## config.mk

```make
export PLATFORM = sky130hd
export DESIGN_NAME = rational_accumulator_alu
export DESIGN_NICKNAME = d
export VERILOG_FILES = /design/src/rat_pkg.sv /design/src/rational_accumulator_alu.sv /design/src/rat_mul.sv /design/src/rat_gcd.sv /design/src/rat_div.sv
export SDC_FILE = /design/constraint.sdc
export NUM_CORES = 2
export LEC_CHECK = 0
export ABC_CLOCK_PERIOD_IN_PS = 20500
export BUFFER_PORTS_ARGS = -buffer_cell sky130_fd_sc_hd__buf_4
export CAP_MARGIN = 20
export CELL_PAD_IN_SITES_DETAIL_PLACEMENT = 1
export CELL_PAD_IN_SITES_GLOBAL_PLACEMENT = 2
export CORE_MARGIN = 3
export CORE_UTILIZATION = 45
export DETAILED_ROUTE_END_ITERATION = 8
export PLACE_DENSITY_LB_ADDON = 0.15
export SYNTH_ARGS = -nofsm -noshare
export SYNTH_HDL_FRONTEND = slang
export SYNTH_SLANG_ARGS = --single-unit
export TNS_END_PERCENT = 20
```

## constraint.sdc

```tcl
create_clock -name clk -period 20.5 [get_ports clk]
set_input_delay 0 -clock clk [delete_from_list [all_inputs] [get_ports clk]]
set_output_delay 0 -clock clk [all_outputs]
set_load 0.03 [all_outputs]
```

## src/rat_pkg.sv

```systemverilog
`timescale 1ns / 1ps
// ----------------------------------------------------------------------------
// rat_pkg: shared types and constants of the rational accumulator
// Payload structs, mode and status codes, default width.
// ----------------------------------------------------------------------------
package rat_pkg;
  localparam int VALUE_WIDTH_DEF = 32;
  localparam int MAG_W = 33;
  localparam int WIDE_W = 65;

  localparam logic [2:0] MODE_LOAD = 3'd0;
  localparam logic [2:0] MODE_ADD  = 3'd1;
  localparam logic [2:0] MODE_SUB  = 3'd2;
  localparam logic [2:0] MODE_MUL  = 3'd3;
  localparam logic [2:0] MODE_DIV  = 3'd4;

  localparam logic [1:0] ST_OK   = 2'd0;
  localparam logic [1:0] ST_OVF  = 2'd1;
  localparam logic [1:0] ST_ZERO = 2'd2;

  typedef struct packed {
    logic [2:0]         mode;
    logic signed [31:0] operand_num;
    logic signed [31:0] operand_den;
  } in_item_t;

  typedef struct packed {
    logic [1:0]         status;
    logic signed [31:0] result_num;
    logic [30:0]        result_den;
  } out_item_t;
endpackage

```

## src/rational_accumulator_alu.sv

```systemverilog
`timescale 1ns / 1ps
// ----------------------------------------------------------------------------
// rational_accumulator_alu: rational accumulator with gcd reduction
//
//   channel | direction | payload           | handshake
//   in      | input     | rat_pkg::in_item_t  | in_valid / in_ready
//   out     | output    | rat_pkg::out_item_t | out_valid / out_ready
//
// One item at a time. Each product runs on a shared bit-serial multiplier
// (three for add/sub, two for mul/div), followed by the binary gcd and the two
// exact divisions on one shared restoring divider.
// Ignored modes and zero denominators answer in the cycle after the transfer.
// Reset clears the accumulator to 0/1. A held result stalls the next item.
// ----------------------------------------------------------------------------
module rational_accumulator_alu #(
  parameter int VALUE_WIDTH = rat_pkg::VALUE_WIDTH_DEF
) (
  input  logic               clk,
  input  logic               rst,
  input  logic               in_valid,
  output logic               in_ready,
  input  rat_pkg::in_item_t  in,
  output logic               out_valid,
  input  logic               out_ready,
  output rat_pkg::out_item_t out
);
  localparam int M = rat_pkg::MAG_W;
  localparam int W = rat_pkg::WIDE_W;
  localparam logic [W-1:0] LIM = W'(1) << (VALUE_WIDTH - 1);

  localparam logic [3:0] S_IDLE  = 4'd0;
  localparam logic [3:0] S_M1    = 4'd1;
  localparam logic [3:0] S_M2    = 4'd2;
  localparam logic [3:0] S_M3    = 4'd3;
  localparam logic [3:0] S_GCD   = 4'd4;
  localparam logic [3:0] S_DN    = 4'd5;
  localparam logic [3:0] S_DD    = 4'd6;
  localparam logic [3:0] S_CHK   = 4'd7;
  localparam logic [3:0] S_OUT   = 4'd8;
  localparam logic [3:0] S_WAIT  = 4'd9;

  logic [3:0] state;
  logic [2:0] mode;
  logic       on_s, od_s, an_s;
  logic [M-1:0] on_m, od_m, an_m, ad_m;
  logic signed [31:0] acc_num;
  logic [31:0]        acc_den;
  logic         t1_s, t2_s, n_s;
  logic [W-1:0] t1, n_m, d_m, g_val;
  logic [1:0]   status;

  logic         mul_start, mul_done;
  logic [M-1:0] mul_a, mul_b;
  logic [2*M-1:0] mul_p;
  logic         gcd_start, gcd_done;
  logic [W-1:0] gcd_g;
  logic         div_start, div_done;
  logic [W-1:0] div_num, div_q;

  logic [M-1:0] in_num_ext, in_den_ext;
  logic [W-1:0] t2;
  logic         in_known, in_err;

  rat_mul u_mul (.clk, .rst, .start(mul_start), .a(mul_a), .b(mul_b),
                 .done(mul_done), .prod(mul_p));
  rat_gcd u_gcd (.clk, .rst, .start(gcd_start), .a_in(n_m), .b_in(d_m),
                 .done(gcd_done), .g(gcd_g));
  rat_div u_div (.clk, .rst, .start(div_start), .num(div_num), .den(g_val),
                 .done(div_done), .quo(div_q));

  // operand magnitudes
  assign in_num_ext = in.operand_num[31] ? M'(-{1'b1, in.operand_num})
                                         : M'({1'b0, in.operand_num});
  assign in_den_ext = in.operand_den[31] ? M'(-{1'b1, in.operand_den})
                                         : M'({1'b0, in.operand_den});
  assign t2 = mul_p[W-1:0];
  assign t2_s = (mode == rat_pkg::MODE_SUB) ? !on_s : on_s;

  // incoming mode and zero checks
  assign in_known = (in.mode <= rat_pkg::MODE_DIV);
  assign in_err   = (in_den_ext == '0) ||
                    (in.mode == rat_pkg::MODE_DIV && in_num_ext == '0);

  assign in_ready  = (state == S_IDLE);
  assign out_valid = (state == S_OUT);
  assign out.status     = status;
  assign out.result_num = acc_num;
  assign out.result_den = acc_den[30:0];

  // multiplier operand select per step
  always_comb begin
    mul_a = ad_m;
    mul_b = od_m;
    case (state)
      S_M1: begin
        if (mode == rat_pkg::MODE_MUL) begin mul_a = an_m; mul_b = on_m; end
        else begin mul_a = an_m; mul_b = od_m; end
      end
      S_M2: begin
        if (mode == rat_pkg::MODE_DIV) begin mul_a = ad_m; mul_b = on_m; end
        else if (mode == rat_pkg::MODE_MUL) begin mul_a = ad_m; mul_b = od_m; end
        else begin mul_a = on_m; mul_b = ad_m; end
      end
      default: begin mul_a = ad_m; mul_b = od_m; end
    endcase
  end

  // start pulses for the serial units
  always_ff @(posedge clk) begin
    if (rst) begin
      mul_start <= 1'b0;
      gcd_start <= 1'b0;
      div_start <= 1'b0;
    end else begin
      mul_start <= (state == S_IDLE && in_valid && in_known && !in_err &&
                    in.mode != rat_pkg::MODE_LOAD) ||
                   (state == S_M1 && mul_done) ||
                   (state == S_M2 && mul_done &&
                    !(mode inside {rat_pkg::MODE_MUL, rat_pkg::MODE_DIV}));
      gcd_start <= (state == S_IDLE && in_valid && in_known && !in_err &&
                    in.mode == rat_pkg::MODE_LOAD) ||
                   (state == S_M2 && mul_done &&
                    (mode inside {rat_pkg::MODE_MUL, rat_pkg::MODE_DIV})) ||
                   (state == S_M3 && mul_done);
      div_start <= (state == S_GCD && gcd_done) || (state == S_DN && div_done);
    end
  end

  always_ff @(posedge clk) begin
    if (rst) begin
      state   <= S_IDLE;
      acc_num <= '0;
      acc_den <= 32'd1;
    end else begin
      case (state)
        S_IDLE: begin
          if (in_valid) begin
            mode   <= in.mode;
            on_s   <= in.operand_num[31];
            od_s   <= in.operand_den[31];
            on_m   <= in_num_ext;
            od_m   <= in_den_ext;
            an_s   <= acc_num[31];
            an_m   <= acc_num[31] ? M'(-{1'b1, acc_num}) : M'({1'b0, acc_num});
            ad_m   <= {1'b0, acc_den};
            if (!in_known) begin
              status <= rat_pkg::ST_OK;
              state  <= S_OUT;
            end else if (in_err) begin
              status <= rat_pkg::ST_ZERO;
              state  <= S_OUT;
            end else if (in.mode == rat_pkg::MODE_LOAD) begin
              status <= rat_pkg::ST_OK;
              n_s <= in.operand_num[31] != in.operand_den[31];
              n_m <= W'(in_num_ext);
              d_m <= W'(in_den_ext);
              state <= S_GCD;
            end else begin
              status <= rat_pkg::ST_OK;
              state <= S_M1;
            end
          end
        end
        // first product: an*od (add/sub/div), an*on (mul)
        S_M1: begin
          if (mul_done) begin
            t1 <= t2;
            t1_s <= (mode == rat_pkg::MODE_MUL) ? (an_s != on_s) : (an_s != od_s);
            state <= S_M2;
          end
        end
        // second product; acc denominator is always positive
        S_M2: begin
          if (mul_done) begin
            if (mode == rat_pkg::MODE_DIV) begin
              n_s <= t1_s != on_s;
              n_m <= t1;
              d_m <= t2;
              state <= S_GCD;
            end else if (mode == rat_pkg::MODE_MUL) begin
              n_s <= t1_s != od_s;
              n_m <= t1;
              d_m <= t2;
              state <= S_GCD;
            end else begin
              if (t1_s == t2_s) begin n_s <= t1_s; n_m <= t1 + t2; end
              else if (t1 >= t2) begin n_s <= t1_s; n_m <= t1 - t2; end
              else begin n_s <= t2_s; n_m <= t2 - t1; end
              state <= S_M3;
            end
          end
        end
        // third product: denominator ad*od
        S_M3: begin
          if (mul_done) begin
            n_s <= n_s != od_s;
            d_m <= t2;
            state <= S_GCD;
          end
        end
        S_GCD: begin
          if (gcd_done) begin
            g_val <= gcd_g;
            div_num <= n_m;
            state <= S_DN;
          end
        end
        S_DN: begin
          if (div_done) begin
            n_m <= div_q;
            div_num <= d_m;
            state <= S_DD;
          end
        end
        S_DD: begin
          if (div_done) begin
            d_m <= div_q;
            state <= S_CHK;
          end
        end
        // sign fixup and range check
        S_CHK: begin
          if (d_m > LIM - W'(1) || n_m > ((n_s && n_m != '0) ? LIM : LIM - W'(1)))
            status <= rat_pkg::ST_OVF;
          else begin
            acc_num <= (n_s && n_m != '0) ? -32'(n_m) : 32'(n_m);
            acc_den <= 32'(d_m);
          end
          state <= S_OUT;
        end
        S_OUT: if (out_ready) state <= S_IDLE;
        default: state <= S_IDLE;
      endcase
    end
  end
endmodule

```

## src/rat_mul.sv

```systemverilog
`timescale 1ns / 1ps
// ----------------------------------------------------------------------------
// rat_mul: bit-serial unsigned multiplier
// Shift-and-add, one multiplier bit per cycle, 33 x 33 to 66 bits.
// ----------------------------------------------------------------------------
module rat_mul (
  input  logic                          clk,
  input  logic                          rst,
  input  logic                          start,
  input  logic [rat_pkg::MAG_W-1:0]     a,
  input  logic [rat_pkg::MAG_W-1:0]     b,
  output logic                          done,
  output logic [2*rat_pkg::MAG_W-1:0]   prod
);
  logic [2*rat_pkg::MAG_W-1:0] mcand;
  logic [rat_pkg::MAG_W-1:0]   mplier;
  logic [5:0]                  cnt;
  logic                        busy;

  // one multiplier bit per cycle
  always_ff @(posedge clk) begin
    if (rst) begin
      busy <= 1'b0;
      cnt  <= '0;
      done <= 1'b0;
    end else if (start) begin
      busy   <= 1'b1;
      mcand  <= {{rat_pkg::MAG_W{1'b0}}, a};
      mplier <= b;
      prod   <= '0;
      cnt    <= 6'(rat_pkg::MAG_W);
      done   <= 1'b0;
    end else if (busy) begin
      if (mplier[0]) prod <= prod + mcand;
      mcand  <= mcand << 1;
      mplier <= mplier >> 1;
      cnt    <= cnt - 6'd1;
      busy   <= (cnt != 6'd1);
      done   <= (cnt == 6'd1);
    end else begin
      done <= 1'b0;
    end
  end
endmodule

```

## src/rat_gcd.sv

```systemverilog
`timescale 1ns / 1ps
// ----------------------------------------------------------------------------
// rat_gcd: binary gcd unit
// Stein's algorithm, one shift or one subtract per cycle, gcd(0,x) = x.
// ----------------------------------------------------------------------------
module rat_gcd (
  input  logic                        clk,
  input  logic                        rst,
  input  logic                        start,
  input  logic [rat_pkg::WIDE_W-1:0]  a_in,
  input  logic [rat_pkg::WIDE_W-1:0]  b_in,
  output logic                        done,
  output logic [rat_pkg::WIDE_W-1:0]  g
);
  localparam logic [1:0] G_IDLE = 2'd0;
  localparam logic [1:0] G_TWO  = 2'd1;
  localparam logic [1:0] G_ODD  = 2'd2;
  localparam logic [1:0] G_SUB  = 2'd3;

  logic [1:0]                 state;
  logic [rat_pkg::WIDE_W-1:0] a, b;
  logic [6:0]                 k;

  always_ff @(posedge clk) begin
    if (rst) begin
      state <= G_IDLE;
      done  <= 1'b0;
    end else begin
      case (state)
        G_IDLE: begin
          if (start) begin
            a <= a_in;
            b <= b_in;
            k <= '0;
            if (a_in == '0) begin
              g <= b_in; done <= 1'b1;
            end else if (b_in == '0) begin
              g <= a_in; done <= 1'b1;
            end else begin
              done  <= 1'b0;
              state <= G_TWO;
            end
          end else begin
            done <= 1'b0;
          end
        end
        // strip common factors of two
        G_TWO: begin
          done <= 1'b0;
          if (a[0] | b[0]) state <= G_ODD;
          else begin
            a <= a >> 1; b <= b >> 1; k <= k + 7'd1;
          end
        end
        G_ODD: begin
          done <= 1'b0;
          if (a[0]) state <= G_SUB;
          else a <= a >> 1;
        end
        // a odd; reduce b
        G_SUB: begin
          if (!b[0]) begin
            b <= b >> 1; done <= 1'b0;
          end else if (a > b) begin
            a <= b; b <= a - b; done <= 1'b0;
          end else if (b - a == '0) begin
            g <= a << k; done <= 1'b1; state <= G_IDLE;
          end else begin
            b <= b - a; done <= 1'b0;
          end
        end
        default: begin
          done  <= 1'b0;
          state <= G_IDLE;
        end
      endcase
    end
  end
endmodule

```

## src/rat_div.sv

```systemverilog
`timescale 1ns / 1ps
// ----------------------------------------------------------------------------
// rat_div: restoring divider
// One quotient bit per cycle, exact division of a magnitude by the gcd.
// ----------------------------------------------------------------------------
module rat_div (
  input  logic                        clk,
  input  logic                        rst,
  input  logic                        start,
  input  logic [rat_pkg::WIDE_W-1:0]  num,
  input  logic [rat_pkg::WIDE_W-1:0]  den,
  output logic                        done,
  output logic [rat_pkg::WIDE_W-1:0]  quo
);
  logic [rat_pkg::WIDE_W:0]   rem;
  logic [rat_pkg::WIDE_W:0]   trial;
  logic [rat_pkg::WIDE_W-1:0] d;
  logic [6:0]                 cnt;
  logic                       busy;

  assign trial = {rem[rat_pkg::WIDE_W-1:0], quo[rat_pkg::WIDE_W-1]} - {1'b0, d};

  always_ff @(posedge clk) begin
    if (rst) begin
      busy <= 1'b0;
      cnt  <= '0;
      done <= 1'b0;
    end else if (start) begin
      busy <= 1'b1;
      rem  <= '0;
      quo  <= num;
      d    <= den;
      cnt  <= 7'(rat_pkg::WIDE_W);
      done <= 1'b0;
    end else if (busy) begin
      // shift in next dividend bit, subtract if it fits
      if (!trial[rat_pkg::WIDE_W]) begin
        rem <= trial;
        quo <= {quo[rat_pkg::WIDE_W-2:0], 1'b1};
      end else begin
        rem <= {rem[rat_pkg::WIDE_W-1:0], quo[rat_pkg::WIDE_W-1]};
        quo <= {quo[rat_pkg::WIDE_W-2:0], 1'b0};
      end
      cnt  <= cnt - 7'd1;
      busy <= (cnt != 7'd1);
      done <= (cnt == 7'd1);
    end else begin
      done <= 1'b0;
    end
  end
endmodule

```

### Word level (Yosys, flattened, before mapping)

Index checks and enable logic that the tools add are counted.
W data, S select, Z words.

| storage, ports and cells | value |
|---|---|
| input port bits | 71 |
| register bits after elaboration | 1,119 |
| output and inout bits | 67 |
| word-level logic and storage cells | 319 |

| cells by class | value |
|---|---|
| bitwise logic cells | 5 |
| add/sub/neg operators | 14 |
| reduce and logical (&&, ||, !) cells | 72 |
| equality and inequality tests | 52 |
| order comparisons | 5 |
| mux-type cells | 124 |
| shift-type cells | 1 |

Operator list:

| kind | count |
|---|---|
| $mux W65 | 40 |
| $pmux W65 S4 | 2 |
| $pmux W65 S3 | 2 |
| $mux W33 | 10 |
| $pmux W65 S2 | 2 |
| $sub A65 B65 Y65 | 4 |
| $mux W66 | 3 |
| $logic_not A65 Y1 | 3 |
| $pmux W33 S2 | 2 |
| $neg A33 Y33 | 3 |
| $add A66 B66 Y66 | 1 |
| $logic_not A33 Y1 | 2 |
| $sub A66 B65 Y66 | 1 |
| $add A65 B65 Y65 | 1 |
| $ge A65 B65 Y1 | 1 |
| $gt A65 B31 Y1 const B | 1 |
| $gt A65 B32 Y1 | 1 |
| $gt A65 B65 Y1 | 1 |
| $reduce_bool A65 Y1 | 1 |
| $shl A65 B7 Y65 | 1 |
| $mux W32 | 2 |
| $mux W4 | 10 |
| $pmux W4 S9 | 1 |
| $neg A32 Y32 | 1 |
| other kinds (53) | 177 |

### Logic depth before layout (Yosys ltp)

| depth | value |
|---|---|
| depth in word-level cells | 10 |
| gate-level depth with buffers | 21 |

### Cells and area by module

Synthesis repeated with hierarchy kept, for this count alone.

| second synthesis, totals | value |
|---|---|
| cell total of the unflattened synthesis | 8,991 |
| area total of the unflattened synthesis | 82,786.9 sq um |

Modules (own cells, without submodules):

| module | instances | area an instance (sq um) | seq. area each (sq um) | cells an instance |
|---|---|---|---|---|
| rational_accumulator_alu | 1 | 36,881.6 | 15,414.8 | 3,955 |
| rat_gcd | 1 | 23,062.1 | 6,125.9 | 2,881 |
| rat_div | 1 | 12,182.9 | 6,035.8 | 1,162 |
| rat_mul | 1 | 10,660.2 | 5,114.9 | 993 |

### Worst setup path before layout

Ideal clock, no wire load.

| timing path | value |
|---|---|
| path kind | input -> register |
| from | input in[46] (netlist name) |
| to | register n_m[0] (enable) |
| path buffers | 0 |
| setup time | 648 ps |
| path slack | 11,003 ps |
| data required time | 19,852 ps |
| arrival time | 8,849 ps |
| cell stages on the path | 12 |
| cell sequence | or4_1 -> or2_2 -> or2_0 -> or3_1 -> or4_1 -> inv_1 -> or4_1 -> nor3_1 -> a31oi_1 -> and2_4 -> a31oi_1 -> nor4_1 |

| on the way | value |
|---|---|
| cells in the longest elaborated chain, start to end | 7 |

Ends and longest elaborated chain:

| what | line | RTL |
|---|---|---|
| start: declaration | rational_accumulator_alu.sv:22 | `input rat_pkg::in_item_t in,` |
| $neg A33 Y33 | rational_accumulator_alu.sv:72 | `assign in_num_ext = in.operand_num[31] ? M'(-{1'b1, in.operand_num})` |
| $mux W33 | rational_accumulator_alu.sv:72 |  |
| via in_num_ext[31] | rational_accumulator_alu.sv:60 | `logic [M-1:0] in_num_ext, in_den_ext;` |
| $logic_not A33 Y1 | rational_accumulator_alu.sv:82 | `(in.mode == rat_pkg::MODE_DIV && in_num_ext == '0);` |
| $logic_and A1 B1 Y1 | rational_accumulator_alu.sv:82 |  |
| $logic_or A1 B1 Y1 | rational_accumulator_alu.sv:81 | `assign in_err = (in_den_ext == '0) \|\|` |
| $ne A2 B2 Y1 (no line) | - |  |
| $reduce_and A8 Y1 (no line) | - |  |
| end signal: assignment | rational_accumulator_alu.sv:155 | `n_m <= W'(in_num_ext);` |
| end signal: assignment | rational_accumulator_alu.sv:177 | `n_m <= t1;` |
| end signal: assignment | rational_accumulator_alu.sv:182 | `n_m <= t1;` |
| end: declaration | rational_accumulator_alu.sv:49 | `logic [W-1:0] t1, n_m, d_m, g_val;` |

The timed path passes the listed nets, and every way through them passes these cells.
A chain may end at the register's enable or synchronous reset.

### Worst setup path after layout

| timing path | value |
|---|---|
| from | register u_gcd.b[0] (netlist name) |
| to | register u_gcd.g[59] (netlist name) (enable) |

| on the way | value |
|---|---|
| cells in the longest elaborated chain, start to end | 4 |
| elaborated cells between the ends (all ways) | 7 |

Ends and longest elaborated chain:

| what | line | RTL |
|---|---|---|
| start: declaration | rat_gcd.sv:21 | `logic [rat_pkg::WIDE_W-1:0] a, b;` |
| start signal: assignment | rat_gcd.sv:33 | `b <= b_in;` |
| start signal: assignment | rat_gcd.sv:52 | `a <= a >> 1; b <= b >> 1; k <= k + 7'd1;` |
| $sub A65 B65 Y65 | rat_gcd.sv:66 | `end else if (b - a == '0) begin` |
| $logic_not A65 Y1 | rat_gcd.sv:66 |  |
| $ne A2 B1 Y1 (no line) | - |  |
| $reduce_and A7 Y1 (no line) (*) | - |  |
| end signal: assignment | rat_gcd.sv:36 | `g <= b_in; done <= 1'b1;` |
| end signal: assignment | rat_gcd.sv:38 | `g <= a_in; done <= 1'b1;` |
| end signal: assignment | rat_gcd.sv:67 | `g <= a << k; done <= 1'b1; state <= G_IDLE;` |
| end: declaration | rat_gcd.sv:13 | `output logic [rat_pkg::WIDE_W-1:0] g` |

Every way passes the cells marked *; elsewhere a longest branch is shown, timed or not.

==> reports/metrics.cfg <==
[finish]
nNetsFinal = 9125
area_delta_synth_final_pct = 11.1
fin_cells = 11000
design_area_sq_mm = 0.0880
drive_gt1_share_pct = 7.98

[global_route]
grt_pass1_vias = 72500
grt_overflow_total = 0
grt_pass1_wl_um = 507000
grt_max_degree = 79
grt_use_total_pct = 37.9
antenna_found_initial = 23

[routing]
drt-pass1-iter-count = 9
wire_per_inst_um = 32.0
wl_um = 352000
drt_iter0_markers = 8780
drc = 17
vias = 73000
detail-route-antenna-nets = 0
vias_per_cell = 6.63

[synth]
async_flop_share_pct = 0
yosys.area.top_type = edfxtp_1
yosys.area.top_type_share_pct = 38.9
postSynthAreaPerCell_sq_um = 9.22
synth_edf_count = 1026
ys_ff_latch = 1117
yosys-top-cells-area = edfxtp_1, ha_1, a21oi_1
synthCells = 8591
synth_cell_types = 93
synth_area_sq_mm = 0.0792
yosys_warnings = 0
ys_seq_area_share_pct = 41.2
ys.flop_type = edfxtp_1

[sta]
hold_violations = 0
tightest_slew_ns = 1.29
whs_ns = 0.158
worst_slack_ns = 13.20
report.final.slew_viol_count = 0
timing.final.crit_share_pct = 35.6
tns_ns = 0
setup_violations = 0
rsz0062_at_grt = false
fin_skew_ns = 0.0650
min_period_ns = 7.30
clock.fmax_ghz = 0.137
slew_headroom_pct = 12.8

[place]
dp_hpwl_um = 269000
placed_area_sq_mm = 0.0823
dp.cells = 10700
io_buffers = 137
preCtsSetupSlack_ns = 13.54
gp_congestion = 1.04

[clock_tree]
cts.sinks = 1117
path_clk_slew_ns = 0.06
cts_tree = yes
htreeDepth = 4
clk_latency_ns = 0.85
cts-root-buf = clkbuf_16
post_cts_buffers = 0
numCtsBuffers = 132
cts.path.max_buffers = 3

[outcome]
violations = design-rule violations
outcome = complete, but fails checks

[critical_path]
worstPathRequired_ns = 20.95
worst_setup_path_start_kind = flip-flop
cp_slowest_cell = o41ai_1
cpMostUsedCell = buf_4
end_kind = flip-flop
cp_max_fo = 33
reg2reg_depth = 17
slowest_delay_ns = 0.95
worstSetupPathType = reg2reg
arrival_ns = 7.76
crit_chain = buf_4 -> inv_1 -> ha_1 -> nand2b_1 -> a211oi_1 -> o21a_1 -> a31oi_1 -> and3b_1 -> o41ai_1 -> a21boi_0 -> xnor2_1 -> or4_1 -> nor4_1 -> and4_1 -> a21oi_1 -> nor3_2 -> buf_4

[floorplanning]
die_w_um = 426
io_pins = 138
die_y_um = 426
initial_core_util_pct = 45.4
fp-row-count = 153
die_area_sq_mm = 0.181
coreArea_sq_mm = 0.174

[power_and_ir_drop]
p_per_area_mw_per_mm2 = 110
leakage_nw = 33.7
ir_worst_vdd_mv = 0.0999

[worst_hold_path]
worstHoldPathCells = 4
hp-class = in2reg

[job]
drv_cap = 0

worst max-delay path, delay by kind of cell, from the launching register on:
kind	cells	cell delay (ns)
adders and majority gates	1	0.33
and+or+nand+nor	6	2.20
AOI/OAI and AO/OA	6	2.58
DFF	1	0.32
xor gates and xnor gates	1	0.21
buffers and inverters	3	1.21
cells by family after synthesis:
kind of cell,Yosys count,synth area share [%]
AO/OA/AOI/OAI,2754,22.4
XOR/XNOR,407,4.50
adder cells (fa/ha/maj),474,7.55
buffers and inverters,1115,5.45
flip-flops,1117,41.2
multiplexers,340,5.27
other,1,0.00473
AND/OR/NAND/NOR,2383,13.7
report_power, final:
part / leakage, nW / internal (W) / switching (W)
combinational: 21.4 / 0.00121 / 0.00267
sequential: 10.1 / 0.00293 / 0.000434
clock: 2.17 / 0.00140 / 0.00107
cells in the mapped netlist, types with 24 or more instances:
master	number
a21o_1	157
nand2_1	838
dfxtp_1	91
buf_1	72
mux2_2	80
buf_4	31
mux2i_1	206
mux4_2	54
a21boi_0	33
nand2b_1	60
nor2_1	757
a221o_1	51
and3_1	34
o21bai_1	136
xor2_1	143
a22o_1	56
and4_1	24
a221oi_1	42
or3_1	37
clkbuf_1	429
o22ai_1	73
o21ai_0	556
nand4_1	123
o31ai_1	68
o21a_1	59
ha_1	467
nand3_1	99
o211ai_1	32
a211oi_1	129
a22oi_1	121
a222oi_1	92
and2_1	25
a31oi_1	104
xnor2_1	264
inv_1	568
or4_1	30
nor2b_1	84
edfxtp_1	1026
a21oi_1	850
nor4_1	70
nor3_1	136
sequential cells by signal, indices dropped and copies added (netlist names), 33 cells and up:
register      count
u_div.quo        65
od_m             33
d_m              65
u_mul.prod       65
u_div.d          65
on_m             33
n_m              65
u_gcd.a          65
div_num          65
an_m             33
t1               65
u_mul.mcand      65
u_gcd.b          65
u_gcd.g          65
u_div.rem        65
u_mul.mplier     33
g_val            65
per-stage QoR:
| step | total power [W] | utilization (%) |
|---|---|---|
| finish | 0.00972 | 50.5 |
| global route | 0.0101 | 50.5 |
| CTS | 0.00960 | 50.5 |
| detailed placement | 0.00709 | 47.2 |
| global placement | 0.00704 | 47.2 |
| floorplan | 0.00551 | - |
what timing repair did:
| item | in CTS | in global routing |
|---|---|---|
| endpoints found under the hold margin | 196 | 0 |
| hold buffers | 118 | 0 |
| gates resized for setup | 0 | 0 |
placed cells by master (no fill, tap or decap), types with 157 or more instances in the layout:
master	n
edfxtp_1	1026
a21oi_1	849
nand2_1	835
nor2_1	744
inv_1	567
o21ai_0	556
ha_1	464
buf_4	274
xnor2_1	262
mux2i_1	206
a21o_1	157
layout make-up:
type                       count  area [sq um]
clock buffer                 163          3510
inverter                     573          2150
timing repair buffer         395          3270
fill                       19700         86400
tap                         2325          2910
clock inverter                75           976
multi-input combinational   6361         42500
sequential                  1117         32600
antenna                       11          27.5
worst paths after layout:
check | start | endpoint | slack (ns)
max reg2reg | u_gcd.b[0]$_DFFE_PP_ | u_gcd.g[59]$_DFFE_PP_ | 13.20
min reg2reg | u_gcd.g[61]$_DFFE_PP_ | g_val[61]$_DFFE_PP_ | 0.40
max | u_gcd.b[0]$_DFFE_PP_ | u_gcd.g[59]$_DFFE_PP_ | 13.20
min | in_valid | gcd_start$_SDFF_PP0_ | 0.16
layer usage:
metal | share of wire (%) | wire length [um] | up-vias | global-route usage [%]
met3 | 9.5 | 33400 | 787 | 8.75
li1 | - | - | 31800 | -
met5 | 0.029 | 103 | - | 0
met2 | 45 | 157000 | 3632 | 58.5
met4 | 5.8 | 20300 | 14 | 19.1
met1 | 40 | 141000 | 36800 | 49.7
Power figures use the tool's default switching activity.
